`src/pcsg_pkg.sv`:
```
package pcsg_pkg;

   localparam int CMD_W = 2;
   localparam int PCR_W = 33;
   localparam int PID_W = 13;
   localparam int CUT_W = 29;

   // elapsed ticks against cut_ms*90: products reach 36 bits, compare needs a sign bit
   localparam int X90_W = 36;
   localparam int SUB_W = 37;

   localparam int CUT_DEPTH_DEFAULT = 64;

   localparam logic [CUT_W-1:0] OPEN_END_MS = CUT_W'(360000000);

   localparam logic [CMD_W-1:0] CMD_PROCESS = 2'd0;
   localparam logic [CMD_W-1:0] CMD_LOAD    = 2'd1;
   localparam logic [CMD_W-1:0] CMD_RESTART = 2'd2;

   // 90 = 64 + 16 + 8 + 2
   function automatic logic [X90_W-1:0] times90(input logic [CUT_W-1:0] v);
      logic [X90_W-1:0] w;
      w = X90_W'(v);
      return (w << 6) + (w << 4) + (w << 3) + (w << 1);
   endfunction

endpackage

```
`src/pcr_cut_segment_gate_top.sv`:
```
// Channel  Direction  Handshake           Payload
// req      in         req_valid/stall     command, pcr_valid, pcr_value, packet_id, cut_time_ms
// rsp      out        rsp_valid/stall     pass_item, out_packet_id, adjusted_pcr
// csr      in         csr_valid/ready     cut_enable
//
// Load, restart and unknown commands give no result.
// A process item with cutting off or no timestamp goes straight to the output state,
// a backward step from the origin check; others walk each interval passed over, paced
// by the single table read port and the one shared times-90 / subtract unit.
// Synchronous active-high reset clears control state; the cut table holds garbage.
// A stalled result sits in the output register while the next item is taken.
module pcr_cut_segment_gate_top #(
   parameter int CUT_DEPTH = pcsg_pkg::CUT_DEPTH_DEFAULT
) (
   input  logic                        clock,
   input  logic                        reset,

   input  logic                        req_valid,
   output logic                        req_stall,
   input  logic [pcsg_pkg::CMD_W-1:0]  req_command,
   input  logic                        req_pcr_valid,
   input  logic [pcsg_pkg::PCR_W-1:0]  req_pcr_value,
   input  logic [pcsg_pkg::PID_W-1:0]  req_packet_id,
   input  logic [pcsg_pkg::CUT_W-1:0]  req_cut_time_ms,

   output logic                        rsp_valid,
   input  logic                        rsp_stall,
   output logic                        rsp_pass_item,
   output logic [pcsg_pkg::PID_W-1:0]  rsp_out_packet_id,
   output logic [pcsg_pkg::PCR_W-1:0]  rsp_adjusted_pcr,

   input  logic                        csr_valid,
   output logic                        csr_ready,
   input  logic                        csr_cut_enable
);
   import pcsg_pkg::*;

   localparam int AW = (CUT_DEPTH > 1) ? $clog2(CUT_DEPTH) : 1;
   localparam int CW = $clog2(CUT_DEPTH + 2);

   localparam logic [3:0] S_IDLE      = 4'd0;
   localparam logic [3:0] S_ORIGIN    = 4'd1;
   localparam logic [3:0] S_ELAPSED   = 4'd2;
   localparam logic [3:0] S_RD_END    = 4'd3;
   localparam logic [3:0] S_CMP_END   = 4'd4;
   localparam logic [3:0] S_ACC       = 4'd5;
   localparam logic [3:0] S_RD_START  = 4'd6;
   localparam logic [3:0] S_CMP_START = 4'd7;
   localparam logic [3:0] S_ADJ       = 4'd8;
   localparam logic [3:0] S_OUT       = 4'd9;

   logic [3:0]       state_ff, state_in;
   logic             cut_en_ff, cut_en_in;
   logic [CW-1:0]    load_cnt_ff, load_cnt_in;
   logic [CW-1:0]    read_idx_ff, read_idx_in;
   logic             origin_seen_ff, origin_seen_in;
   logic [PCR_W-1:0] origin_ff, origin_in;
   logic [PCR_W-1:0] prev_ff, prev_in;
   logic [CUT_W-1:0] total_ff, total_in;
   logic             rsp_valid_ff, rsp_valid_in;

   logic [PCR_W-1:0] pcr_ff, pcr_in;
   logic [PID_W-1:0] pid_ff, pid_in;
   logic [PCR_W-1:0] elapsed_ff, elapsed_in;
   logic [CUT_W-1:0] end_ff, end_in;
   logic             end_open_ff, end_open_in;
   logic             res_pass_ff, res_pass_in;
   logic [PCR_W-1:0] res_adj_ff, res_adj_in;
   logic             rsp_pass_ff;
   logic [PID_W-1:0] rsp_pid_ff;
   logic [PCR_W-1:0] rsp_adj_ff;

   logic [CUT_W-1:0] cut_mem [CUT_DEPTH];
   logic [CUT_W-1:0] rd_data_ff;
   logic             wr_en, rd_en, out_load;
   logic [AW-1:0]    wr_addr, rd_addr;

   logic [CUT_W-1:0] x90_op;
   logic [X90_W-1:0] x90;
   logic [SUB_W-1:0] sub_a, sub_b, diff;
   logic [CW:0]      limit;
   logic [CW-1:0]    idx_next;
   logic [CUT_W-1:0] end_val;
   logic             accept;

   assign req_stall = (state_ff != S_IDLE);
   assign accept    = req_valid && !req_stall;
   assign csr_ready = 1'b1;

   assign limit    = {1'b0, load_cnt_ff} + (CW+1)'(load_cnt_ff[0]);
   assign idx_next = read_idx_ff + CW'(1);
   assign end_val  = end_open_ff ? OPEN_END_MS : rd_data_ff;

   // shared times-90 and subtract unit
   always_comb begin
      x90_op = total_ff;
      sub_a  = SUB_W'(pcr_ff);
      sub_b  = '0;
      unique case (state_ff)
         S_ORIGIN: begin
            sub_b = SUB_W'(origin_seen_ff ? prev_ff : pcr_ff);
         end
         S_ELAPSED: begin
            sub_b = SUB_W'(origin_ff);
         end
         S_CMP_END: begin
            x90_op = end_val;
            sub_a  = SUB_W'(elapsed_ff);
         end
         S_CMP_START: begin
            x90_op = rd_data_ff;
            sub_a  = SUB_W'(elapsed_ff);
         end
         default: begin
            x90_op = total_ff;
         end
      endcase
      x90 = times90(x90_op);
      if ((state_ff == S_CMP_END) || (state_ff == S_CMP_START) || (state_ff == S_ADJ)) begin
         sub_b = SUB_W'(x90);
      end
      diff = sub_a - sub_b;
   end

   always_comb begin
      state_in       = state_ff;
      cut_en_in      = cut_en_ff;
      load_cnt_in    = load_cnt_ff;
      read_idx_in    = read_idx_ff;
      origin_seen_in = origin_seen_ff;
      origin_in      = origin_ff;
      prev_in        = prev_ff;
      total_in       = total_ff;
      pcr_in         = pcr_ff;
      pid_in         = pid_ff;
      elapsed_in     = elapsed_ff;
      end_in         = end_ff;
      end_open_in    = end_open_ff;
      res_pass_in    = res_pass_ff;
      res_adj_in     = res_adj_ff;
      rsp_valid_in   = rsp_valid_ff && rsp_stall;
      wr_en          = 1'b0;
      wr_addr        = load_cnt_ff[AW-1:0];
      rd_en          = 1'b0;
      rd_addr        = read_idx_ff[AW-1:0];
      out_load       = 1'b0;

      if (csr_valid && csr_ready) begin
         cut_en_in = csr_cut_enable;
      end

      unique case (state_ff)
         S_IDLE: begin
            if (accept) begin
               pcr_in = req_pcr_value;
               pid_in = req_packet_id;
               unique case (req_command)
                  CMD_LOAD: begin
                     if (load_cnt_ff < CW'(CUT_DEPTH)) begin
                        wr_en       = 1'b1;
                        load_cnt_in = load_cnt_ff + CW'(1);
                     end
                  end
                  CMD_RESTART: begin
                     load_cnt_in    = '0;
                     read_idx_in    = '0;
                     origin_seen_in = 1'b0;
                     origin_in      = '0;
                     prev_in        = '0;
                     total_in       = '0;
                  end
                  CMD_PROCESS: begin
                     if (!cut_en_ff) begin
                        res_pass_in = 1'b1;
                        res_adj_in  = req_pcr_valid ? req_pcr_value : '0;
                        state_in    = S_OUT;
                     end else if (!req_pcr_valid) begin
                        res_pass_in = 1'b0;
                        res_adj_in  = '0;
                        state_in    = S_OUT;
                     end else begin
                        state_in = S_ORIGIN;
                     end
                  end
                  default: begin
                     state_in = S_IDLE;
                  end
               endcase
            end
         end
         S_ORIGIN: begin
            if (!origin_seen_ff) begin
               origin_seen_in = 1'b1;
               origin_in      = pcr_ff;
               prev_in        = pcr_ff;
               state_in       = S_ELAPSED;
            end else if (diff[PCR_W-1]) begin
               // step backward of half the wrap or more
               res_pass_in = 1'b0;
               res_adj_in  = '0;
               state_in    = S_OUT;
            end else begin
               prev_in  = pcr_ff;
               state_in = S_ELAPSED;
            end
         end
         S_ELAPSED: begin
            elapsed_in = diff[PCR_W-1:0];
            state_in   = S_RD_END;
         end
         S_RD_END: begin
            if (({1'b0, read_idx_ff} + (CW+1)'(2)) <= limit) begin
               end_open_in = (idx_next >= load_cnt_ff);
               rd_en       = 1'b1;
               rd_addr     = idx_next[AW-1:0];
               state_in    = S_CMP_END;
            end else begin
               state_in = S_RD_START;
            end
         end
         S_CMP_END: begin
            // end*90 <= elapsed ticks is the same as end <= elapsed ms
            if (!diff[SUB_W-1]) begin
               end_in   = end_val;
               rd_en    = 1'b1;
               rd_addr  = read_idx_ff[AW-1:0];
               state_in = S_ACC;
            end else begin
               state_in = S_RD_START;
            end
         end
         S_ACC: begin
            total_in    = total_ff + end_ff - rd_data_ff;
            read_idx_in = read_idx_ff + CW'(2);
            state_in    = S_RD_END;
         end
         S_RD_START: begin
            if (({1'b0, read_idx_ff} < limit) && (read_idx_ff < CW'(CUT_DEPTH))) begin
               rd_en    = 1'b1;
               rd_addr  = read_idx_ff[AW-1:0];
               state_in = S_CMP_START;
            end else begin
               state_in = S_ADJ;
            end
         end
         S_CMP_START: begin
            if (!diff[SUB_W-1]) begin
               res_pass_in = 1'b0;
               res_adj_in  = '0;
               state_in    = S_OUT;
            end else begin
               state_in = S_ADJ;
            end
         end
         S_ADJ: begin
            res_pass_in = 1'b1;
            res_adj_in  = diff[PCR_W-1:0];
            state_in    = S_OUT;
         end
         S_OUT: begin
            if (!rsp_valid_ff || !rsp_stall) begin
               out_load     = 1'b1;
               rsp_valid_in = 1'b1;
               state_in     = S_IDLE;
            end
         end
         default: begin
            state_in = S_IDLE;
         end
      endcase
   end

   always_ff @(posedge clock) begin
      if (reset) begin
         state_ff       <= S_IDLE;
         cut_en_ff      <= 1'b0;
         load_cnt_ff    <= '0;
         read_idx_ff    <= '0;
         origin_seen_ff <= 1'b0;
         origin_ff      <= '0;
         prev_ff        <= '0;
         total_ff       <= '0;
         rsp_valid_ff   <= 1'b0;
      end else begin
         state_ff       <= state_in;
         cut_en_ff      <= cut_en_in;
         load_cnt_ff    <= load_cnt_in;
         read_idx_ff    <= read_idx_in;
         origin_seen_ff <= origin_seen_in;
         origin_ff      <= origin_in;
         prev_ff        <= prev_in;
         total_ff       <= total_in;
         rsp_valid_ff   <= rsp_valid_in;
      end
   end

   always_ff @(posedge clock) begin
      pcr_ff      <= pcr_in;
      pid_ff      <= pid_in;
      elapsed_ff  <= elapsed_in;
      end_ff      <= end_in;
      end_open_ff <= end_open_in;
      res_pass_ff <= res_pass_in;
      res_adj_ff  <= res_adj_in;
      if (out_load) begin
         rsp_pass_ff <= res_pass_ff;
         rsp_pid_ff  <= pid_ff;
         rsp_adj_ff  <= res_adj_ff;
      end
   end

   always_ff @(posedge clock) begin
      if (wr_en) begin
         cut_mem[wr_addr] <= req_cut_time_ms;
      end
      if (rd_en) begin
         rd_data_ff <= cut_mem[rd_addr];
      end
   end

   assign rsp_valid         = rsp_valid_ff;
   assign rsp_pass_item     = rsp_pass_ff;
   assign rsp_out_packet_id = rsp_pid_ff;
   assign rsp_adjusted_pcr  = rsp_adj_ff;

   a_idx_even: assert property (@(posedge clock) disable iff (reset)
      read_idx_ff[0] == 1'b0)
      else $error("read index left a start entry");

   a_idx_limit: assert property (@(posedge clock) disable iff (reset)
      {1'b0, read_idx_ff} <= limit)
      else $error("read index ran past the loaded intervals");

   a_load_bound: assert property (@(posedge clock) disable iff (reset)
      load_cnt_ff <= CW'(CUT_DEPTH))
      else $error("load count beyond table depth");

   a_out_issue: assert property (@(posedge clock) disable iff (reset)
      (state_ff == S_OUT) && (!rsp_valid_ff || !rsp_stall) |=> rsp_valid && !req_stall)
      else $error("finished item not presented");

   a_drop_zero: assert property (@(posedge clock) disable iff (reset)
      rsp_valid && !rsp_pass_item |-> rsp_adjusted_pcr == '0)
      else $error("dropped item carries a timestamp");

endmodule

```
`config.mk`:
```
export PLATFORM = sky130hd
export DESIGN_NAME = pcr_cut_segment_gate_top
export DESIGN_NICKNAME = d
export VERILOG_FILES = /design/src/pcsg_pkg.sv /design/src/pcr_cut_segment_gate_top.sv
export SDC_FILE = /design/constraint.sdc
export NUM_CORES = 2
export LEC_CHECK = 0
export ABC_AREA = 1
export BUFFER_PORTS_ARGS = -buffer_cell sky130_fd_sc_hd__buf_2
export CORE_MARGIN = 4
export CORE_UTILIZATION = 30
export CTS_CLUSTER_DIAMETER = 80
export CTS_CLUSTER_SIZE = 16
export DETAILED_ROUTE_END_ITERATION = 10
export GPL_TIMING_DRIVEN = 0
export PLACE_DENSITY = 0.51
export SYNTH_ARGS = -nofsm -noshare
export SYNTH_HDL_FRONTEND = slang
export SYNTH_SLANG_ARGS = --single-unit
```
`constraint.sdc`:
```
create_clock -name clock -period 11.25 [get_ports clock]
set_input_delay 1.6875 -clock clock [delete_from_list [all_inputs] [get_ports clock]]
set_output_delay 1.6875 -clock clock [all_outputs]
set_load 0.02 [all_outputs]
```
==> results.ini <==
[outcome]
result_of_the_run=complete, but fails checks
violations_in_the_final_reports=max-capacitance violations, max-slew violations

[critical_path]
critPathSlowestCell=nand3_1
worst-endpoint-arrival_ps=9650
timing.critical_path.slowest_cell_delay_ps=930
worst-setup-path-type=reg2reg
worstPathRequired_ps=11440
worst_r2r_startpoint=state_ff[2]$_SDFFE_PP0P_
crit-reg2reg-capture=rd_data_ff[5]$_DFFE_PP_
critPathMaxFanout=29
reg2regPathDepth=32
timing.critical_path.from_type=register
r2r_setup_slack_ps=1790
critical_path_endpoint_category=register

[route]
initialDrtViolationCount=7718
routedWlPerCell_um=24.37
ant_nets=0
detailroute.via_count=71543
drcViolationCount=0
routed_wirelength_um=348900
viasPerCell=4.996
drt_pass1_iterations=6

[pwr]
cell_internal_pwr_uw=12180
total_power_uw=16150
p_sw_share_pct=24.57
p_sw_uw=3969
combPwrFrac_pct=8.0
maximum_vdd_drop_mv=0.1228
power_frac_seq_pct=56.5
power_leakage_uw=0.04331
p_clk_share_pct=35.6
power_dens_cells_nw_per_um2=142.7

[floorplan]
die_area_um2=342300
vertical_die_dimension_um=585.1
chipWidth_um=585.1
top_level_ports=134
initial_utilization_pct=30.18
fp-row-count=211
placeableCoreArea_um2=331100

[sta]
min_clock_period_post_route_ps=9464
achievable-frequency_ghz=0.1057
worstMarginPinSlew_ps=1512
fin_worst_skew_ps=103.1
setup_viol_count_final=0
hold_violations=0
slew_headroom_pct=-1.113
post-route-period-util_pct=84.13
grt_setup_unrepaired=false
max_slew_violation_count=9
fin_hold_ws_ps=401.6

[clocking]
cts_max_path_buffers=4
htree_levels=4
cts_sink_count=2190
post_cts_resize_count=0
cts_post_setup_buffers_inserted=0
cts_tree=yes
clk_root_buffer_cell=clkbuf_16
cts_hold_buffers=0
clkLatencyLatePin_ps=910
cts_inserted_buffers=165
cts.clk_slew.worst_paths_ps=70

[logic_synthesis]
synth.top_cells.by_area=edfxtp_1, nand2_1, nand3_1
synth_nets=9781
synth_largest_area_cell=edfxtp_1
share_of_async_settable_or_async_resettable_flops_after_synthesis_pct=0
synth.ff_latch_count=2190
synth_cell_type_count=60
post_synth.cell_area_avg_um2=10.52
synth_flop_cell=edfxtp_1
synth_top_cell_area_share_pct=62.37
synth_enable_flop_cells=2075
seq_area_frac_synth_pct=64.68
synthMostInstantiatedCell=nand2_1
yosys_warnings=0
ys_top_cells_by_count=nand2_1, edfxtp_1, nand3_1, inv_1, nand3b_1
post_synth_inst_count=9496
netlist_area_um2=99900

[global_route]
initial_antenna_violation_count=21
first_global_vias=68747
grt.total_usage_pct=19.75
global_route_wire_length_before_repair_um=492700
globalRouteOverflowTotal=0
largest_net_degree_at_the_start_of_global_routing=65

[cells_and_area]
layout.cell_area.non_filler_um2=113200
finalNonFillerCells=14320
design.final.nets=10164
utilization_pct=34.18
post_route_cells_drive_above_1_share_pct=7.716
area_growth_pct=13.27

[placed_design]
dp_hpwl_um=252200
place.detailed.instances=14078
postPlaceCellArea_um2=108400
portBuffers=131
place.gp.congestion=0.9015

[hold_path]
worstHoldEndpoint=rsp_adjusted_pcr[3]$_DFFE_PP_
hold_path.class=reg2reg
hold_path.startpoint=res_adj_ff[3]$_DFFE_PP_
hold_path_depth=0

[job]
max_cap_viols=2

logic make-up (layout without fill, tap and decap cells):
kind of cell             Yosys count  in the layout  synth area share (%)
other                              1             15              0.003754
flip-flops                      2190           2190                 64.68
AND/OR/NAND/NOR                 5089           5089                 22.87
adder cells (fa/ha/maj)          202            202                 3.054
multiplexers                       1              1               0.01002
XOR/XNOR                          53             53                0.4647
AO/OA/AOI/OAI                    527            527                 3.168
buffers and inverters           1433           1877                 5.750
per-layer routing:
layer / global-route usage, % / up-vias / part of all wire [%]
met5: 0 / - / 0.021
li1: - / 32979 / -
met4: 6.072 / 10 / 3.2
met3: 3.149 / 475 / 7.0
met2: 32.15 / 2563 / 47
met1: 27.05 / 35516 / 43
per-stage QoR:
stage	setup TNS, ps	setup slack (ps)
final	0	1786
after global routing	0	1178
after CTS	0	1666
after floorplan	0	2698
after detailed placement	0	1729
after global placement	-58180	-1722
flip-flops by register name (all words and copies together), names as in the netlist, 29 cells and up:
signal and flops:
end_ff 29, origin_ff 33, total_ff 29, rd_data_ff 29, res_adj_ff 33, pcr_ff 33
prev_ff 33, rsp_adjusted_pcr 33, cut_mem 1856, elapsed_ff 33
final cells by class:
cell class / count / area [um^2]
diodes: 14 / 35.03
repair buffers: 216 / 2582
well taps: 4366 / 5463
fillers: 33317 / 217900
clock inverters: 22 / 239.0
plain buffers: 519 / 2323
inverters: 914 / 3431
multi-input cells: 5873 / 30040
clock buffers: 206 / 4432
flip-flops and latches: 2190 / 64610
power by group through the flow:
stage / combinational, uW / clock [uW] / sequential [uW]
2_1_floorplan: 646 / 0 / 9280
3_3_place_gp: 1200 / 0 / 9320
3_5_place_dp: 1280 / 0 / 9300
4_1_cts: 1290 / 5860 / 9120
5_1_grt: 1390 / 6150 / 9120
6_report: 1290 / 5740 / 9120
how the worst max path moves through the flow:
stage,start,end,slack (ps),cells after the start
after floorplan,state_ff[2]$_SDFFE_PP0P_,res_adj_ff[0]$_DFFE_PP_,2700,33
after global placement,state_ff[2]$_SDFFE_PP0P_,res_adj_ff[5]$_DFFE_PP_,-1720,33
after detailed placement,state_ff[2]$_SDFFE_PP0P_,rd_data_ff[4]$_DFFE_PP_,1730,32
after CTS,state_ff[2]$_SDFFE_PP0P_,rd_data_ff[5]$_DFFE_PP_,1670,32
after global routing,state_ff[2]$_SDFFE_PP0P_,rd_data_ff[5]$_DFFE_PP_,1180,32
final,state_ff[2]$_SDFFE_PP0P_,rd_data_ff[5]$_DFFE_PP_,1790,32
placed cells by master, fill, tap and decap left out, drive strengths merged, types with 11 or more instances in the layout:
master     n
fa        70
edfxtp  2075
o21bai    11
o22ai     28
o21ai    112
a21o      11
inv      920
nand2   2869
xnor2     15
ha       131
or2       39
nor2     254
diode     14
o211ai    62
a22o      19
dfxtp    115
nor3      18
a21oi    232
clkbuf   451
clkinv    14
nand4     18
nand3   1441
nand3b   437
xor2      38
a221oi    14
buf      490
a31oi     14
worst max-delay path, delay by kind of cell (launching register included):
family / cells / cell delay, ps
DFF: 1 / 390
adders and majority gates: 4 / 1840
AOI/OAI and AO/OA: 7 / 1970
buffers and inverters: 8 / 1650
and+or+nand+nor: 13 / 2920
(Power assumes the default switching activity.)
